## src/sv/eth_l4p_pkg.sv

```systemverilog
// ---------------------------------------------------------------------------
// Header parser package
// Request types, protocol constants and class codes shared by the parser.
// ---------------------------------------------------------------------------
`default_nettype none

package eth_l4p_pkg;

  localparam int unsigned L4P_COUNT_WIDTH      = 32;
  localparam int unsigned L4P_BYTE_COUNT_WIDTH = 48;

  localparam logic [15:0] ETH_HDR_BYTES     = 16'd14;
  localparam logic [15:0] ETH_TYPE_HI_POS   = 16'd12;
  localparam logic [15:0] ETH_TYPE_LO_POS   = 16'd13;
  localparam logic [15:0] IP_IHL_POS        = 16'd14;
  localparam logic [15:0] IP_PROTO_POS      = 16'd23;
  localparam logic [15:0] IP_SRC_POS        = 16'd26;
  localparam logic [15:0] IP_DST_POS        = 16'd30;
  localparam logic [15:0] IP_END_POS        = 16'd33;
  localparam logic [15:0] ETHERTYPE_IPV4    = 16'h0800;
  localparam logic [3:0]  IHL_MIN_WORDS     = 4'd5;
  localparam logic [7:0]  PROTO_TCP         = 8'd6;
  localparam logic [7:0]  PROTO_UDP         = 8'd17;
  localparam logic [7:0]  PROTO_ICMP        = 8'd1;
  localparam logic [6:0]  TCP_FLAG_BYTE_OFS = 7'd13;

  typedef enum logic [2:0] {
    CLS_RUNT     = 3'd0,
    CLS_NON_IPV4 = 3'd1,
    CLS_TCP      = 3'd2,
    CLS_UDP      = 3'd3,
    CLS_ICMP     = 3'd4,
    CLS_OTHER_IP = 3'd5
  } frame_class_e;

  typedef struct packed {
    logic [7:0]  data_byte;
    logic        last_byte;
    logic [15:0] wire_length;
  } eth_l4p_in_t;

  typedef struct packed {
    frame_class_e frame_class;
    logic [31:0]  source_address;
    logic [31:0]  dest_address;
    logic [7:0]   ip_protocol;
    logic [15:0]  source_port;
    logic [15:0]  dest_port;
    logic [7:0]   tcp_flag_bits;
    logic [31:0]  frames_seen;
    logic [31:0]  class_total;
    logic [47:0]  bytes_seen;
  } eth_l4p_out_t;

  typedef struct packed {
    frame_class_e frame_class;
    logic [31:0]  source_address;
    logic [31:0]  dest_address;
    logic [7:0]   ip_protocol;
    logic [15:0]  source_port;
    logic [15:0]  dest_port;
    logic [7:0]   tcp_flag_bits;
  } eth_l4p_hdr_t;

  typedef struct packed {
    logic [31:0] frames_seen;
    logic [31:0] class_total;
    logic [47:0] bytes_seen;
  } eth_l4p_stats_t;

endpackage

`default_nettype wire

```

## src/sv/eth_l4p_field_parser.sv

```systemverilog
// ---------------------------------------------------------------------------
// Header field parser
// Tracks the byte position and captures Ethernet, IPv4 and L4 header fields.
// ---------------------------------------------------------------------------
`default_nettype none

module eth_l4p_field_parser
  import eth_l4p_pkg::*;
(
  input  wire logic         clk_i,
  input  wire logic         rst_ni,
  input  wire logic         step_i,
  input  wire logic [7:0]   data_byte_i,
  input  wire logic         last_byte_i,
  output eth_l4p_hdr_t      hdr_o
);

  logic [15:0] pos_q, pos_d;
  logic [15:0] ether_kind_q, ether_kind_d;
  logic [3:0]  hdr_words_q, hdr_words_d;
  logic [7:0]  proto_q, proto_d;
  logic [31:0] src_q, src_d;
  logic [31:0] dst_q, dst_d;
  logic [15:0] sport_q, sport_d;
  logic [15:0] dport_q, dport_d;
  logic [7:0]  flags_q, flags_d;
  logic [3:0]  hw_eff;
  logic [6:0]  l4_ofs;
  logic [15:0] l4_pos;
  logic        is_tcp, is_udp;

  always_comb begin
    ether_kind_d = ether_kind_q;
    hdr_words_d  = hdr_words_q;
    proto_d      = proto_q;
    src_d        = src_q;
    dst_d        = dst_q;
    sport_d      = sport_q;
    dport_d      = dport_q;
    flags_d      = flags_q;

    if (pos_q == ETH_TYPE_HI_POS) begin
      ether_kind_d[15:8] = data_byte_i;
    end
    if (pos_q == ETH_TYPE_LO_POS) begin
      ether_kind_d[7:0] = data_byte_i;
    end
    if (pos_q == IP_IHL_POS) begin
      hdr_words_d = data_byte_i[3:0];
    end
    if (pos_q == IP_PROTO_POS) begin
      proto_d = data_byte_i;
    end
    if (pos_q >= IP_SRC_POS && pos_q < IP_DST_POS) begin
      src_d = {src_q[23:0], data_byte_i};
    end
    if (pos_q >= IP_DST_POS && pos_q <= IP_END_POS) begin
      dst_d = {dst_q[23:0], data_byte_i};
    end

    hw_eff = (hdr_words_d < IHL_MIN_WORDS) ? IHL_MIN_WORDS : hdr_words_d;
    l4_ofs = 7'(ETH_HDR_BYTES) + {1'b0, hw_eff, 2'b00};
    l4_pos = 16'(l4_ofs);

    if (pos_q == l4_pos || pos_q == l4_pos + 16'd1) begin
      sport_d = {sport_q[7:0], data_byte_i};
    end
    if (pos_q == l4_pos + 16'd2 || pos_q == l4_pos + 16'd3) begin
      dport_d = {dport_q[7:0], data_byte_i};
    end
    if (pos_q == l4_pos + 16'(TCP_FLAG_BYTE_OFS)) begin
      flags_d = data_byte_i;
    end

    if (last_byte_i) begin
      pos_d = '0;
    end else if (pos_q != 16'hFFFF) begin
      pos_d = pos_q + 16'd1;
    end else begin
      pos_d = pos_q;
    end
  end

  always_comb begin
    hdr_o = '0;
    if (pos_q < ETH_TYPE_LO_POS) begin
      hdr_o.frame_class = CLS_RUNT;
    end else if (ether_kind_d != ETHERTYPE_IPV4) begin
      hdr_o.frame_class = CLS_NON_IPV4;
    end else if (pos_q < IP_END_POS) begin
      hdr_o.frame_class = CLS_RUNT;
    end else if (proto_d == PROTO_TCP) begin
      hdr_o.frame_class = CLS_TCP;
    end else if (proto_d == PROTO_UDP) begin
      hdr_o.frame_class = CLS_UDP;
    end else if (proto_d == PROTO_ICMP) begin
      hdr_o.frame_class = CLS_ICMP;
    end else begin
      hdr_o.frame_class = CLS_OTHER_IP;
    end

    is_tcp = (hdr_o.frame_class == CLS_TCP);
    is_udp = (hdr_o.frame_class == CLS_UDP);

    if (hdr_o.frame_class != CLS_RUNT && hdr_o.frame_class != CLS_NON_IPV4) begin
      hdr_o.source_address = src_d;
      hdr_o.dest_address   = dst_d;
      hdr_o.ip_protocol    = proto_d;
    end
    if ((is_tcp || is_udp) && pos_q >= l4_pos + 16'd1) begin
      hdr_o.source_port = sport_d;
    end
    if ((is_tcp || is_udp) && pos_q >= l4_pos + 16'd3) begin
      hdr_o.dest_port = dport_d;
    end
    if (is_tcp && pos_q >= l4_pos + 16'(TCP_FLAG_BYTE_OFS)) begin
      hdr_o.tcp_flag_bits = flags_d;
    end
  end

  always_ff @(posedge clk_i or negedge rst_ni) begin
    if (!rst_ni) begin
      pos_q        <= '0;
      ether_kind_q <= '0;
      hdr_words_q  <= '0;
      proto_q      <= '0;
      src_q        <= '0;
      dst_q        <= '0;
      sport_q      <= '0;
      dport_q      <= '0;
      flags_q      <= '0;
    end else if (step_i) begin
      pos_q        <= pos_d;
      ether_kind_q <= ether_kind_d;
      hdr_words_q  <= hdr_words_d;
      proto_q      <= proto_d;
      src_q        <= src_d;
      dst_q        <= dst_d;
      sport_q      <= sport_d;
      dport_q      <= dport_d;
      flags_q      <= flags_d;
    end
  end

endmodule

`default_nettype wire

```

## src/sv/eth_l4p_stats.sv

```systemverilog
// ---------------------------------------------------------------------------
// Traffic statistics
// Saturating frame, per-class and wire byte counters updated at frame end.
// ---------------------------------------------------------------------------
`default_nettype none

module eth_l4p_stats
  import eth_l4p_pkg::*;
#(
  parameter int unsigned COUNT_WIDTH      = L4P_COUNT_WIDTH,
  parameter int unsigned BYTE_COUNT_WIDTH = L4P_BYTE_COUNT_WIDTH
) (
  input  wire logic         clk_i,
  input  wire logic         rst_ni,
  input  wire logic         update_i,
  input  frame_class_e      frame_class_i,
  input  wire logic [15:0]  wire_length_i,
  output eth_l4p_stats_t    stats_o
);

  typedef enum logic [1:0] {
    GRP_TCP   = 2'd0,
    GRP_UDP   = 2'd1,
    GRP_ICMP  = 2'd2,
    GRP_OTHER = 2'd3
  } group_e;

  logic [COUNT_WIDTH-1:0]      total_q, total_d;
  logic [COUNT_WIDTH-1:0]      grp_q [4];
  logic [COUNT_WIDTH-1:0]      grp_d;
  logic [BYTE_COUNT_WIDTH-1:0] bytes_q, bytes_d;
  logic [BYTE_COUNT_WIDTH:0]   bytes_sum;
  logic [63:0]                 total_ext, grp_ext, bytes_ext;
  group_e                      grp;

  always_comb begin
    case (frame_class_i)
      CLS_TCP:  grp = GRP_TCP;
      CLS_UDP:  grp = GRP_UDP;
      CLS_ICMP: grp = GRP_ICMP;
      default:  grp = GRP_OTHER;
    endcase

    total_d = (total_q == '1) ? total_q : total_q + 1'b1;
    grp_d   = (grp_q[grp] == '1) ? grp_q[grp] : grp_q[grp] + 1'b1;

    bytes_sum = {1'b0, bytes_q} + (BYTE_COUNT_WIDTH+1)'(wire_length_i);
    bytes_d   = bytes_sum[BYTE_COUNT_WIDTH] ? '1 : bytes_sum[BYTE_COUNT_WIDTH-1:0];

    total_ext = 64'(total_d);
    grp_ext   = 64'(grp_d);
    bytes_ext = 64'(bytes_d);

    stats_o.frames_seen = total_ext[31:0];
    stats_o.class_total = grp_ext[31:0];
    stats_o.bytes_seen  = bytes_ext[47:0];
  end

  always_ff @(posedge clk_i or negedge rst_ni) begin
    if (!rst_ni) begin
      total_q <= '0;
      bytes_q <= '0;
      for (int i = 0; i < 4; i++) begin
        grp_q[i] <= '0;
      end
    end else if (update_i) begin
      total_q    <= total_d;
      bytes_q    <= bytes_d;
      grp_q[grp] <= grp_d;
    end
  end

endmodule

`default_nettype wire

```

## src/sv/eth_ipv4_l4_header_parser_core.sv

```systemverilog
// ---------------------------------------------------------------------------
// Ethernet IPv4 L4 header parser core
// Parses a captured frame byte by byte and emits one header and traffic
// record per frame.
// ---------------------------------------------------------------------------
//  Channel | Direction | Handshake              | Payload
//  in      | input     | in_valid_i/in_stall_o   | eth_l4p_in_t, one byte per request
//  out     | output    | out_valid_o/out_stall_i | eth_l4p_out_t, one per frame
//
// One byte is taken every cycle unless in_stall_o is high; the parse and counter
// update are combinational from the input register to the record register.
// A record is registered when the input register advances with its last byte.
// Reset clears the byte position, the captured fields and all counters.
// A stalled record holds the input only while the input register holds a last byte.
// ---------------------------------------------------------------------------
`default_nettype none

module eth_ipv4_l4_header_parser_core
  import eth_l4p_pkg::*;
#(
  parameter int unsigned COUNT_WIDTH      = L4P_COUNT_WIDTH,
  parameter int unsigned BYTE_COUNT_WIDTH = L4P_BYTE_COUNT_WIDTH
) (
  input  wire logic   clk_i,
  input  wire logic   rst_ni,
  input  wire logic   in_valid_i,
  output logic        in_stall_o,
  input  eth_l4p_in_t in_req_i,
  output logic        out_valid_o,
  input  wire logic   out_stall_i,
  output eth_l4p_out_t out_req_o
);

  logic           s1_valid_q, s1_valid_d;
  eth_l4p_in_t    s1_req_q;
  logic           s1_adv, s1_emit, in_take;
  logic           out_valid_q, out_valid_d;
  eth_l4p_out_t   out_req_q;
  eth_l4p_hdr_t   hdr;
  eth_l4p_stats_t stats;

  assign s1_emit    = s1_valid_q && s1_req_q.last_byte;
  assign s1_adv     = s1_valid_q && (!s1_req_q.last_byte || !out_valid_q || !out_stall_i);
  assign in_stall_o = s1_valid_q && !s1_adv;
  assign in_take    = in_valid_i && !in_stall_o;

  eth_l4p_field_parser u_parser (
    .clk_i       (clk_i),
    .rst_ni      (rst_ni),
    .step_i      (s1_adv),
    .data_byte_i (s1_req_q.data_byte),
    .last_byte_i (s1_req_q.last_byte),
    .hdr_o       (hdr)
  );

  eth_l4p_stats #(
    .COUNT_WIDTH      (COUNT_WIDTH),
    .BYTE_COUNT_WIDTH (BYTE_COUNT_WIDTH)
  ) u_stats (
    .clk_i         (clk_i),
    .rst_ni        (rst_ni),
    .update_i      (s1_adv && s1_emit),
    .frame_class_i (hdr.frame_class),
    .wire_length_i (s1_req_q.wire_length),
    .stats_o       (stats)
  );

  always_comb begin
    s1_valid_d = in_take || (s1_valid_q && !s1_adv);
    if (s1_adv && s1_emit) begin
      out_valid_d = 1'b1;
    end else begin
      out_valid_d = out_valid_q && out_stall_i;
    end
  end

  always_ff @(posedge clk_i or negedge rst_ni) begin
    if (!rst_ni) begin
      s1_valid_q  <= 1'b0;
      out_valid_q <= 1'b0;
    end else begin
      s1_valid_q  <= s1_valid_d;
      out_valid_q <= out_valid_d;
    end
  end

  always_ff @(posedge clk_i) begin
    if (in_take) begin
      s1_req_q <= in_req_i;
    end
    if (s1_adv && s1_emit) begin
      out_req_q.frame_class    <= hdr.frame_class;
      out_req_q.source_address <= hdr.source_address;
      out_req_q.dest_address   <= hdr.dest_address;
      out_req_q.ip_protocol    <= hdr.ip_protocol;
      out_req_q.source_port    <= hdr.source_port;
      out_req_q.dest_port      <= hdr.dest_port;
      out_req_q.tcp_flag_bits  <= hdr.tcp_flag_bits;
      out_req_q.frames_seen    <= stats.frames_seen;
      out_req_q.class_total    <= stats.class_total;
      out_req_q.bytes_seen     <= stats.bytes_seen;
    end
  end

  assign out_valid_o = out_valid_q;
  assign out_req_o   = out_req_q;

endmodule

`default_nettype wire

```

## config.mk

```make
export PLATFORM = sky130hd
export DESIGN_NAME = eth_ipv4_l4_header_parser_core
export DESIGN_NICKNAME = d
export VERILOG_FILES = /design/src/sv/eth_l4p_pkg.sv /design/src/sv/eth_l4p_field_parser.sv /design/src/sv/eth_l4p_stats.sv /design/src/sv/eth_ipv4_l4_header_parser_core.sv
export SDC_FILE = /design/constraint.sdc
export NUM_CORES = 1
export LEC_CHECK = 0
export BUFFER_PORTS_ARGS = -buffer_cell sky130_fd_sc_hd__clkbuf_2
export CAP_MARGIN = 20
export CORE_MARGIN = 2
export CORE_UTILIZATION = 30
export DETAILED_ROUTE_END_ITERATION = 10
export PLACE_DENSITY = 0.47
export SETUP_SLACK_MARGIN = 0.1
export SYNTH_ARGS = -nofsm -noshare
export SYNTH_HDL_FRONTEND = slang
export SYNTH_SLANG_ARGS = --single-unit
```

## constraint.sdc

```tcl
create_clock -name clk_i -period 9.4 [get_ports clk_i]
set_clock_uncertainty 0.2 [all_clocks]
set_input_delay 1.88 -clock clk_i [delete_from_list [all_inputs] [get_ports clk_i]]
set_output_delay 1.88 -clock clk_i [all_outputs]
set_load 0.005 [all_outputs]
```

==> results of run 1 <==
-- worst max-delay path by stage --
stage	to	slack, ns	depth (start not counted)	start
after floorplan	out_req_o[0]	0.13	8	out_stall_i
final	out_req_o[49]	3.41	15	u_parser.pos_q[1]
after global placement	out_req_o[75]	3.61	15	u_parser.pos_q[1]
after global routing	u_stats.grp_q[2]	2.97	15	u_parser.pos_q[1]
after CTS	out_req_o[75]	3.48	15	u_parser.pos_q[1]
after detailed placement	out_req_o[75]	3.51	15	u_parser.pos_q[1]
-- logic make-up after synthesis --
kind of cell | after synthesis
simple gates | 917
flops | 610
compound gates | 494
buf+inv | 195
mux | 180
xor+xnor | 133
fa+ha+maj | 41
other cells | 1
-- flip-flops by register name (all words and copies together), names as in the netlist --
| register | count |
|---|---|
| u_parser.src_q | 32 |
| u_parser.pos_q | 16 |
| u_parser.hdr_words_q | 4 |
| u_parser.ether_kind_q | 16 |
| u_parser.dport_q | 16 |
| s1_valid_q | 1 |
| u_parser.dst_q | 32 |
| u_stats.total_q | 32 |
| s1_req_q | 25 |
| out_req_o | 227 |
| u_parser.proto_q | 8 |
| u_stats.bytes_q | 48 |
| out_valid_o | 1 |
| u_stats.grp_q | 128 |
| u_parser.flags_q | 8 |
| u_parser.sport_q | 16 |
-- tightest hold or removal path, delay by kind of cell (launching register included) --
kind | cells | cell delay (ns)
AOI/OAI and AO/OA | 1 | 0.06
DFF | 1 | 0.34
and+or+nand+nor | 1 | 0.04
-- cell usage in the layout, fill, tap and decap left out, types with 6 or more instances in the layout --
cell / synthesis / routed
o21ai_0: 136 / 136
o21a_1: 10 / 10
clkbuf_16: 0 / 73
buf_4: 0 / 34
mux2_2: 145 / 145
a21oi_1: 180 / 180
nand3_1: 73 / 71
nor2_1: 142 / 142
clkinv_1: 0 / 6
nor2b_1: 8 / 8
a21o_1: 9 / 9
inv_1: 61 / 60
dfrtp_1: 358 / 358
xnor2_1: 58 / 58
a2bb2oi_1: 9 / 9
ha_1: 40 / 40
a31oi_1: 50 / 50
nor3_1: 38 / 38
and3_1: 42 / 42
clkbuf_1: 113 / 24
nand4_1: 24 / 24
edfxtp_1: 252 / 252
a211oi_1: 8 / 8
clkbuf_8: 0 / 6
or3_1: 10 / 9
o21bai_1: 6 / 6
mux2i_1: 34 / 33
nand2b_1: 10 / 10
xor2_1: 75 / 75
clkbuf_2: 0 / 256
and2_1: 14 / 13
nor4_1: 13 / 12
o22ai_1: 25 / 25
o21ai_1: 26 / 26
clkinv_2: 0 / 11
nand2_1: 496 / 495
o31ai_1: 6 / 6
-- final cells by class --
cell class	instances	area, sq um	share of cell area
clock inverters	33	342	0.0104
inverters	62	240	0.00729
repair buffers	295	1620	0.0491
well taps	1243	1560	0.0472
flip-flops and latches	610	16500	0.501
multi-input cells	1767	10700	0.324
clock buffers	103	2000	0.0606
-- power by group --
group	switching (W)	leakage (nW)	internal, W
combinational	0.000464	5.55	0.000276
clock	0.00118	1.13	0.00159
sequential	0.000102	7.45	0.00295
total	0.00174	14.1	0.00482
-- routing by layer --
layer  global-route usage  wire (um)  vias up
met1                0.212      33900     9876
met3               0.0275       3870       89
met4               0.0471       1510        2
met5                    0         13        -
met2                0.254      35500      498
li1                     -          -     9565
-- through the flow --
step           total power [W]   util
5_1_grt                0.00688  0.359
3_3_place_gp           0.00384  0.333
4_1_cts                0.00667  0.358
3_5_place_dp           0.00386  0.333
2_1_floorplan          0.00357      -
6_report               0.00656  0.359
==> impl_metrics.toml, run 1 <==
[outcome]
status = "finished clean"

[timing]
finalSetupViolCount = 0
fmax_ghz = 0.167
final.period_utilization = 0.637
timing.final.hold_violations = 0
holdWs_ns = 0.278
relSlewSlack = 0.302
post-route-min-period_ns = 5.99
setup_tns_ns = 0
slew_violations = 0
tightest_slew_ns = 1.04
rsz0062_at_grt = "false"
timing.final.ws_setup_ns = 3.41

[clock_tree]
cts_root_buffer = "clkbuf_16"
post_cts_buffers = 0
clk_latency_ns = 0.64
htreeDepth = 3
post_cts.resized_instances = 0
hold_buffers = 0
ctsLongestPathBuffers = 3
cts.sinks = 610
cts_tree = "done"
path_clk_slew_ns = 0.06
cts_made_buffers = 73

[detailed_routing]
totalWireLength_um = 74800
ant_nets = 0
viasPerCell = 4.87
wl_per_cell_um = 18.2
drtIter0Drc = 1326
vias = 20030
drc = 0
dr.pass1.iters = 5

[setup_path]
path_buf_inv = 3
worst_path_largest_cell_delay_ns = 0.77
end_kind = "flop"
cp.arrival_ns = 6.17
crit_fanout = 38
cp_top_family = "simple AND/OR/NAND/NOR gates"
ff2ff_path_depth = 15
crit_type = "flop to flop"
cp_cell_sequence = "ha_1 > nor4bb_1 > nand4_1 > mux2_2 > buf_4 > nand2_1 > and3_1 > buf_4 > o22ai_1 > a211o_1 > or4_4 > nor2_1 > a31oi_1 > xor2_1 > inv_1"
rrSetupSlack_ns = 3.41
r2r-end = "out_req_o[49]"
rr_startpoint = "u_parser.pos_q[1]"
cp_slowest_cell = "nand4_1"
cpMostUsedCell = "buf_4"
crit_path_start_kind = "flop"
critPathRequiredTime_ns = 9.59

[power]
power-per-cell-area_nw_per_um2 = 199
p_leak_nw = 14.1
ir_worst_vdd_uv = 108

[placed_design]
hpwl_um = 48200
port_buffers = 257
gp_congestion = 0.806
dpl_cell_area_sq_um = 30600
placedCellCount = 3976
preCtsSetupSlack_ns = 3.51

[synth]
synthArstFlopShare = 0.587
syn_inst = 2571
synth_top_cell_by_area = "dfrtp_1"
synth_xor_area_frac = 0.0417
ys_warn_count = 0
synth_top_family_by_area = "simple AND/OR/NAND/NOR gates"
synthTopCellsByCount = "496 x nand2_1, 358 x dfrtp_1, 252 x edfxtp_1, 180 x a21oi_1, 145 x mux2_2"
synth.avg_cell_area_sq_um = 10.9
synth_cell_types = 74
synth_top_area_frac = 0.321
synth.most_common_cell = "nand2_1"
syn-cell-area_sq_um = 27900
synth_compound_area_frac = 0.101
ys_seq_area_frac = 0.592
synth_fa_ha_area_frac = 0.0186
synthSimpleGateAreaFrac = 0.149
synthMuxAreaShare = 0.0712
yosys_most_used_dff = "dfrtp_1"
synth.area.top_cells = "dfrtp_1 32%, edfxtp_1 27%, nand2_1 6.7%"
ys_seq_elements = 610
synth_enable_flop_cells = 252

[cells_and_area]
nets = 2879
antenna_cells = 0
drive_gt1_frac = 0.200
final_cell_count_no_fill = 4113
fillers = 9224
area_growth_pct = 18.1
fin_area_sq_um = 33000

[die]
start_util = 0.304
ios = 258
floorplan.rows = 111
core_area_sq_um = 91900
die_w_um = 309
die_h_um = 309
dieArea_sq_um = 95500

[hold_path]
hold_start = "u_stats.grp_q[74]"
min_path_cells = 2
min_to = "u_stats.grp_q[74]"
hp-class = "flop to flop"

[global_route]
grt_pass1_wl_um = 117000
grt_max_degree = 152
antenna_found_initial = 3
overflow = 0
grt_pass1_vias = 20151
grt_use_total = 0.156

[flow_run]
max_cap_violations = 0
(Power assumes the default switching activity.)
==> inputs of run 2 (changes only) <==
- clock period: 9.4 -> 5.2 ns (I/O delays scaled with it)
==> run 2 against run 1 <==
Via count is 0.99% higher. Count of clock-buffer cells in the layout up 4. Non-clock buffer count is 45 higher. Register-to-register slack lost 3.0 ns. Wire length rose by 1.7%. Critical path depth down 1. Setup slack got worse by 3.0 ns. Flip-flop and latch count unchanged. Clock power increased by 88%. Total power up 84%. Global-route usage grew 0.19 points. Combinational power up 86%.
==> impl_metrics.toml, run 2 (synthesis results as in run 1) <==
[outcome]
status = "finished clean"

[setup_path]
cp.arrival_ns = 4.97
cp_num_cells = 14
worst_path_largest_cell_delay_ns = 0.50
crit_fanout = 8
crit_path_start_kind = "flop"
path_buf_inv = 3
rrSetupSlack_ns = 0.40
cp_slowest_cell = "or3_1"
critPathRequiredTime_ns = 5.37
crit_type = "flop to flop"
cp_top_family = "simple AND/OR/NAND/NOR gates"
cp_cell_sequence = "nor4_4 > nand3_2 > or3_1 > o41a_1 > nor3_4 > nand2_1 > inv_2 > a221oi_1 > buf_4 > and3_1 > a211oi_2 > and3_1 > xor2_1 > inv_1"
ff2ff_path_depth = 14
cpMostUsedCell = "and3_1"
end_kind = "flop"

[timing]
rsz0062_at_grt = "false"
slew_violations = 0
final.period_utilization = 0.922
timing.final.hold_violations = 0
post-route-min-period_ns = 4.80
fmax_ghz = 0.208
setup_tns_ns = 0
relSlewSlack = 0.418
tightest_slew_ns = 0.873
finalSetupViolCount = 0
timing.final.ws_setup_ns = 0.403

[power]
comb_power_share = 0.114
power-per-cell-area_nw_per_um2 = 360
ir_worst_vdd_uv = 209
clock_power_share = 0.431
internal_power_w = 0.00893
p_leak_nw = 14.5
p_sw_frac = 0.262
p_seq_frac = 0.455
power.switching_w = 0.00318
finalPower_w = 0.0121

[clock_tree]
cts_made_buffers = 74
cts.sinks = 610
cts_tree = "done"
hold_buffers = 0
htreeDepth = 3
clk_latency_ns = 0.63
cts_root_buffer = "clkbuf_16"
path_clk_slew_ns = 0.06
ctsLongestPathBuffers = 3

[die]
core_area_sq_um = 91900
start_util = 0.304
die_w_um = 309
ios = 258
die_h_um = 309
floorplan.rows = 111
dieArea_sq_um = 95500

[cells_and_area]
nets = 2925
antenna_cells = 0
largest_reg_flops = 227
drive_gt1_frac = 0.219
multi_input_area_sq_um = 10800
layout_common_cells = "494 x nand2_1, 358 x dfrtp_1, 256 x clkbuf_2, 252 x edfxtp_1, 180 x a21oi_1"
final_common_cell = "nand2_1"
area_growth_pct = 20.4
seq_area_sq_um = 16500
fillers = 9188

[global_route]
grt_max_degree = 127
antenna_found_initial = 3
overflow = 0
grt_pass1_wl_um = 118000
grt_use_total = 0.158
grt_pass1_vias = 20220

[detailed_routing]
ant_nets = 0
dr.pass1.iters = 5
drtIter0Drc = 1231
totalWireLength_um = 76000
drc = 0
viasPerCell = 4.86
wl_per_cell_um = 18.3
vias = 20229

[placed_design]
port_buffers = 257
preCtsSetupSlack_ns = 0.126
gp_congestion = 0.851
hpwl_um = 51400

[flow_run]
max_cap_violations = 0

[hold_path]
hp-class = "flop to flop"
min_path_cells = 2
[run 2: worst register-to-register path: stages, from the launching register on]
cell and delay (ns):
dfrtp_1 0.45, nor4_4 0.46, nand3_2 0.29, or3_1 0.50
o41a_1 0.21, nor3_4 0.50, nand2_1 0.16, inv_2 0.27
a221oi_1 0.13, buf_4 0.18, and3_1 0.25, a211oi_2 0.29
and3_1 0.25, xor2_1 0.33, inv_1 0.07
[run 2: worst paths after layout]
kind                               startpoint             endpoint
min in group asynchronous              rst_ni   u_stats.grp_q[103]
max in group asynchronous              rst_ni  u_stats.bytes_q[29]
max                        u_parser.pos_q[10]        out_req_o[67]
min                         u_stats.grp_q[99]    u_stats.grp_q[99]
max reg2reg                u_parser.pos_q[10]        out_req_o[67]
min reg2reg                 u_stats.grp_q[99]    u_stats.grp_q[99]
[run 2: cell type report]
| class | count | share of cell area |
|---|---|---|
| tap | 1243 | 0.0463 |
| timing repair buffer | 340 | 0.0601 |
| sequential | 610 | 0.491 |
| multi-input combinational | 1767 | 0.321 |
| inverter | 62 | 0.00714 |
| clock inverter | 31 | 0.0109 |
| clock buffer | 107 | 0.0630 |
[run 2: what timing repair did]
| item | in CTS | in global routing |
|---|---|---|
| resized for setup | 0 | 18 |
| setup endpoints to repair | 0 | 142 |
| buffers inserted | 0 | 7 |
[run 2: power groups by stage]
stage / Combinational [W] / Sequential (W) / Clock (W)
floorplan: 0.000886 / 0.00555 / 0
global placement: 0.00139 / 0.00560 / 0
detailed placement: 0.00140 / 0.00560 / 0
CTS: 0.00141 / 0.00551 / 0.00538
global route: 0.00156 / 0.00554 / 0.00559
finish: 0.00138 / 0.00551 / 0.00521
[run 2: routing by layer]
layer | vias to the layer above | wire [um] | part of all wire | global-route usage
met5 | - | 34 | 0.00045 | 0
met3 | 112 | 3890 | 0.051 | 0.0321
met2 | 466 | 36000 | 0.47 | 0.258
met4 | 6 | 1550 | 0.020 | 0.0457
met1 | 9970 | 34500 | 0.45 | 0.211
li1 | 9675 | - | - | -
[run 2: per-stage QoR]
step / hold WS [ns] / instance area, sq um / util / cells
floorplan: 0.244 / 27900 / - / 2572
global placement: 0.258 / 31000 / 0.337 / 4014
detailed placement: 0.272 / 31000 / 0.337 / 4014
CTS: 0.285 / 33500 / 0.364 / 4152
global route: 0.295 / 33600 / 0.366 / 4160
finish: 0.278 / 33600 / 0.366 / 4160
==> inputs of run 3 (changes only) <==
- CTS_CLUSTER_SIZE: not set -> 12
- MAX_ROUTING_LAYER: not set -> met4
==> run 3 against run 2 <==
Critical endpoint is now out_req_o[69]. Utilization is 0.25 points lower. Sequential share of layout area increased by 0.34 points. Setup slack better by 0.014 ns. Non-clock buffer count shrank 5. Flip-flop and latch count did not move. Count of clock-buffer cells in the layout grew 5. Clock power fell by 5.6%.
==> impl_metrics.toml, run 3 (synthesis results as in run 1) <==
[setup_path]
end_kind = "flop"
critPathRequiredTime_ns = 5.33
path_buf_inv = 3
cp_top_family = "simple AND/OR/NAND/NOR gates"
r2r-end = "out_req_o[69]"
cp_slowest_cell = "or4_4"
worst_path_largest_cell_delay_ns = 0.63
crit_fanout = 20
ff2ff_path_depth = 15
crit_type = "flop to flop"
rrSetupSlack_ns = 0.42
rr_startpoint = "u_parser.pos_q[1]"
crit_path_start_kind = "flop"
cp.arrival_ns = 4.91
cp_cell_sequence = "ha_1 > nor4bb_1 > nand4_1 > buf_4 > mux2i_2 > buf_6 > nand3_1 > a211oi_1 > nor3_1 > o21bai_1 > or4_4 > o211ai_2 > nor2_1 > xor2_1 > inv_1"

[cells_and_area]
final_common_cell = "nand2_1"
area_growth_pct = 19.6
largest_reg_flops = 227
fillers = 9274
nets = 2920
drive_gt1_frac = 0.213
layout_common_cells = "495 x nand2_1, 358 x dfrtp_1, 256 x clkbuf_2, 252 x edfxtp_1, 179 x a21oi_1"

[power]
comb_power_share = 0.117
finalPower_w = 0.0118
power-per-cell-area_nw_per_um2 = 354
clock_power_share = 0.417
power.switching_w = 0.00314
p_sw_frac = 0.265
p_seq_frac = 0.467
internal_power_w = 0.00868
p_leak_nw = 14.4
ir_worst_vdd_uv = 232

[clock_tree]
ctsLongestPathBuffers = 3
cts_made_buffers = 74
cts.sinks = 610
hold_buffers = 0
cts_root_buffer = "clkbuf_16"
path_clk_slew_ns = 0.06
clk_latency_ns = 0.62
htreeDepth = 3
cts_tree = "done"

[timing]
slew_violations = 0
tightest_slew_ns = 0.871
fmax_ghz = 0.209
holdWs_ns = 0.280
timing.final.hold_violations = 0
post-route-min-period_ns = 4.78
final.period_utilization = 0.920
relSlewSlack = 0.415
finalSetupViolCount = 0
setup_tns_ns = 0
rsz0062_at_grt = "true"

[die]
floorplan.rows = 111
ios = 258
die_w_um = 309
dieArea_sq_um = 95500
start_util = 0.304
core_area_sq_um = 91900
die_h_um = 309

[global_route]
overflow = 0
antenna_found_initial = 5
grt_pass1_wl_um = 119000
grt_use_total = 0.163
grt_pass1_vias = 20526
grt_max_degree = 134

[placed_design]
hpwl_um = 51200
gp_congestion = 0.867
port_buffers = 257

[detailed_routing]
ant_nets = 0
vias = 20288
drtIter0Drc = 1421
wl_per_cell_um = 18.3
dr.pass1.iters = 7
totalWireLength_um = 76100
viasPerCell = 4.88
drc = 0

[flow_run]
max_cap_violations = 0

[hold_path]
hp-class = "primary input to asynchronous set/reset pin"

[outcome]
status = "finished clean"
## run 3: cell types whose count changed in the layout (fill, tap and decap cells not counted), moves of 3 or more
cell / delta
bufinv_16: -4
clkbuf_8: -3
clkbuf_1: +8
clkinvlp_4: -3
buf_4: -6
diode_2: +4
## run 3: metal layers
layer	GRT usage	vias up	wire length, um
li1	-	9665	-
met1	0.214	9969	34500
met2	0.254	506	35500
met3	0.0297	148	3870
met4	0.0566	0	2280
met5	-	-	0
## run 3: power by group through the flow
stage	clock network, W	registers, W	logic (W)
floorplan	0	0.00555	0.000886
global placement	0	0.00560	0.00138
detailed placement	0	0.00561	0.00139
CTS	0.00511	0.00552	0.00140
global route	0.00531	0.00555	0.00156
finish	0.00492	0.00552	0.00138
## run 3: final cells by class
cell class,instances,area (sq um),area share
sequential,610,16500,0.495
inverter,62,240,0.00719
antenna,4,10.0,0.000300
tap,1243,1560,0.0466
timing repair buffer,335,1980,0.0594
clock inverter,25,215,0.00644
clock buffer,112,2110,0.0631
multi-input combinational,1767,10800,0.322
## run 3: worst max path at each step
stage | start | to | slack, ns | depth (start not counted)
2_1_floorplan | u_parser.pos_q[10] | out_req_o[112] | 0.50 | 16
3_3_place_gp | u_parser.ether_kind_q[1] | out_req_o[60] | 0.19 | 12
3_5_place_dp | u_parser.ether_kind_q[5] | out_req_o[60] | 0.14 | 12
4_1_cts | u_parser.ether_kind_q[5] | out_req_o[57] | 0.13 | 12
5_1_grt | u_parser.pos_q[1] | out_req_o[63] | 0.1 | 15
6_report | u_parser.pos_q[1] | out_req_o[69] | 0.42 | 15
## run 3: per-stage QoR
stage	worst slack, ns	instances	util	cell area, sq um
floorplan	0.498	2572	-	27900
global placement	0.186	4014	0.337	31000
detailed placement	0.144	4014	0.337	31000
CTS	0.126	4151	0.362	33300
global route	0.0996	4158	0.363	33400
finish	0.417	4158	0.363	33400
## run 3: what timing repair did
action | 4_1_cts | 5_1_grt
gates resized for setup | 0 | 13
endpoints found under the setup margin | 0 | 126
setup buffers | 0 | 2
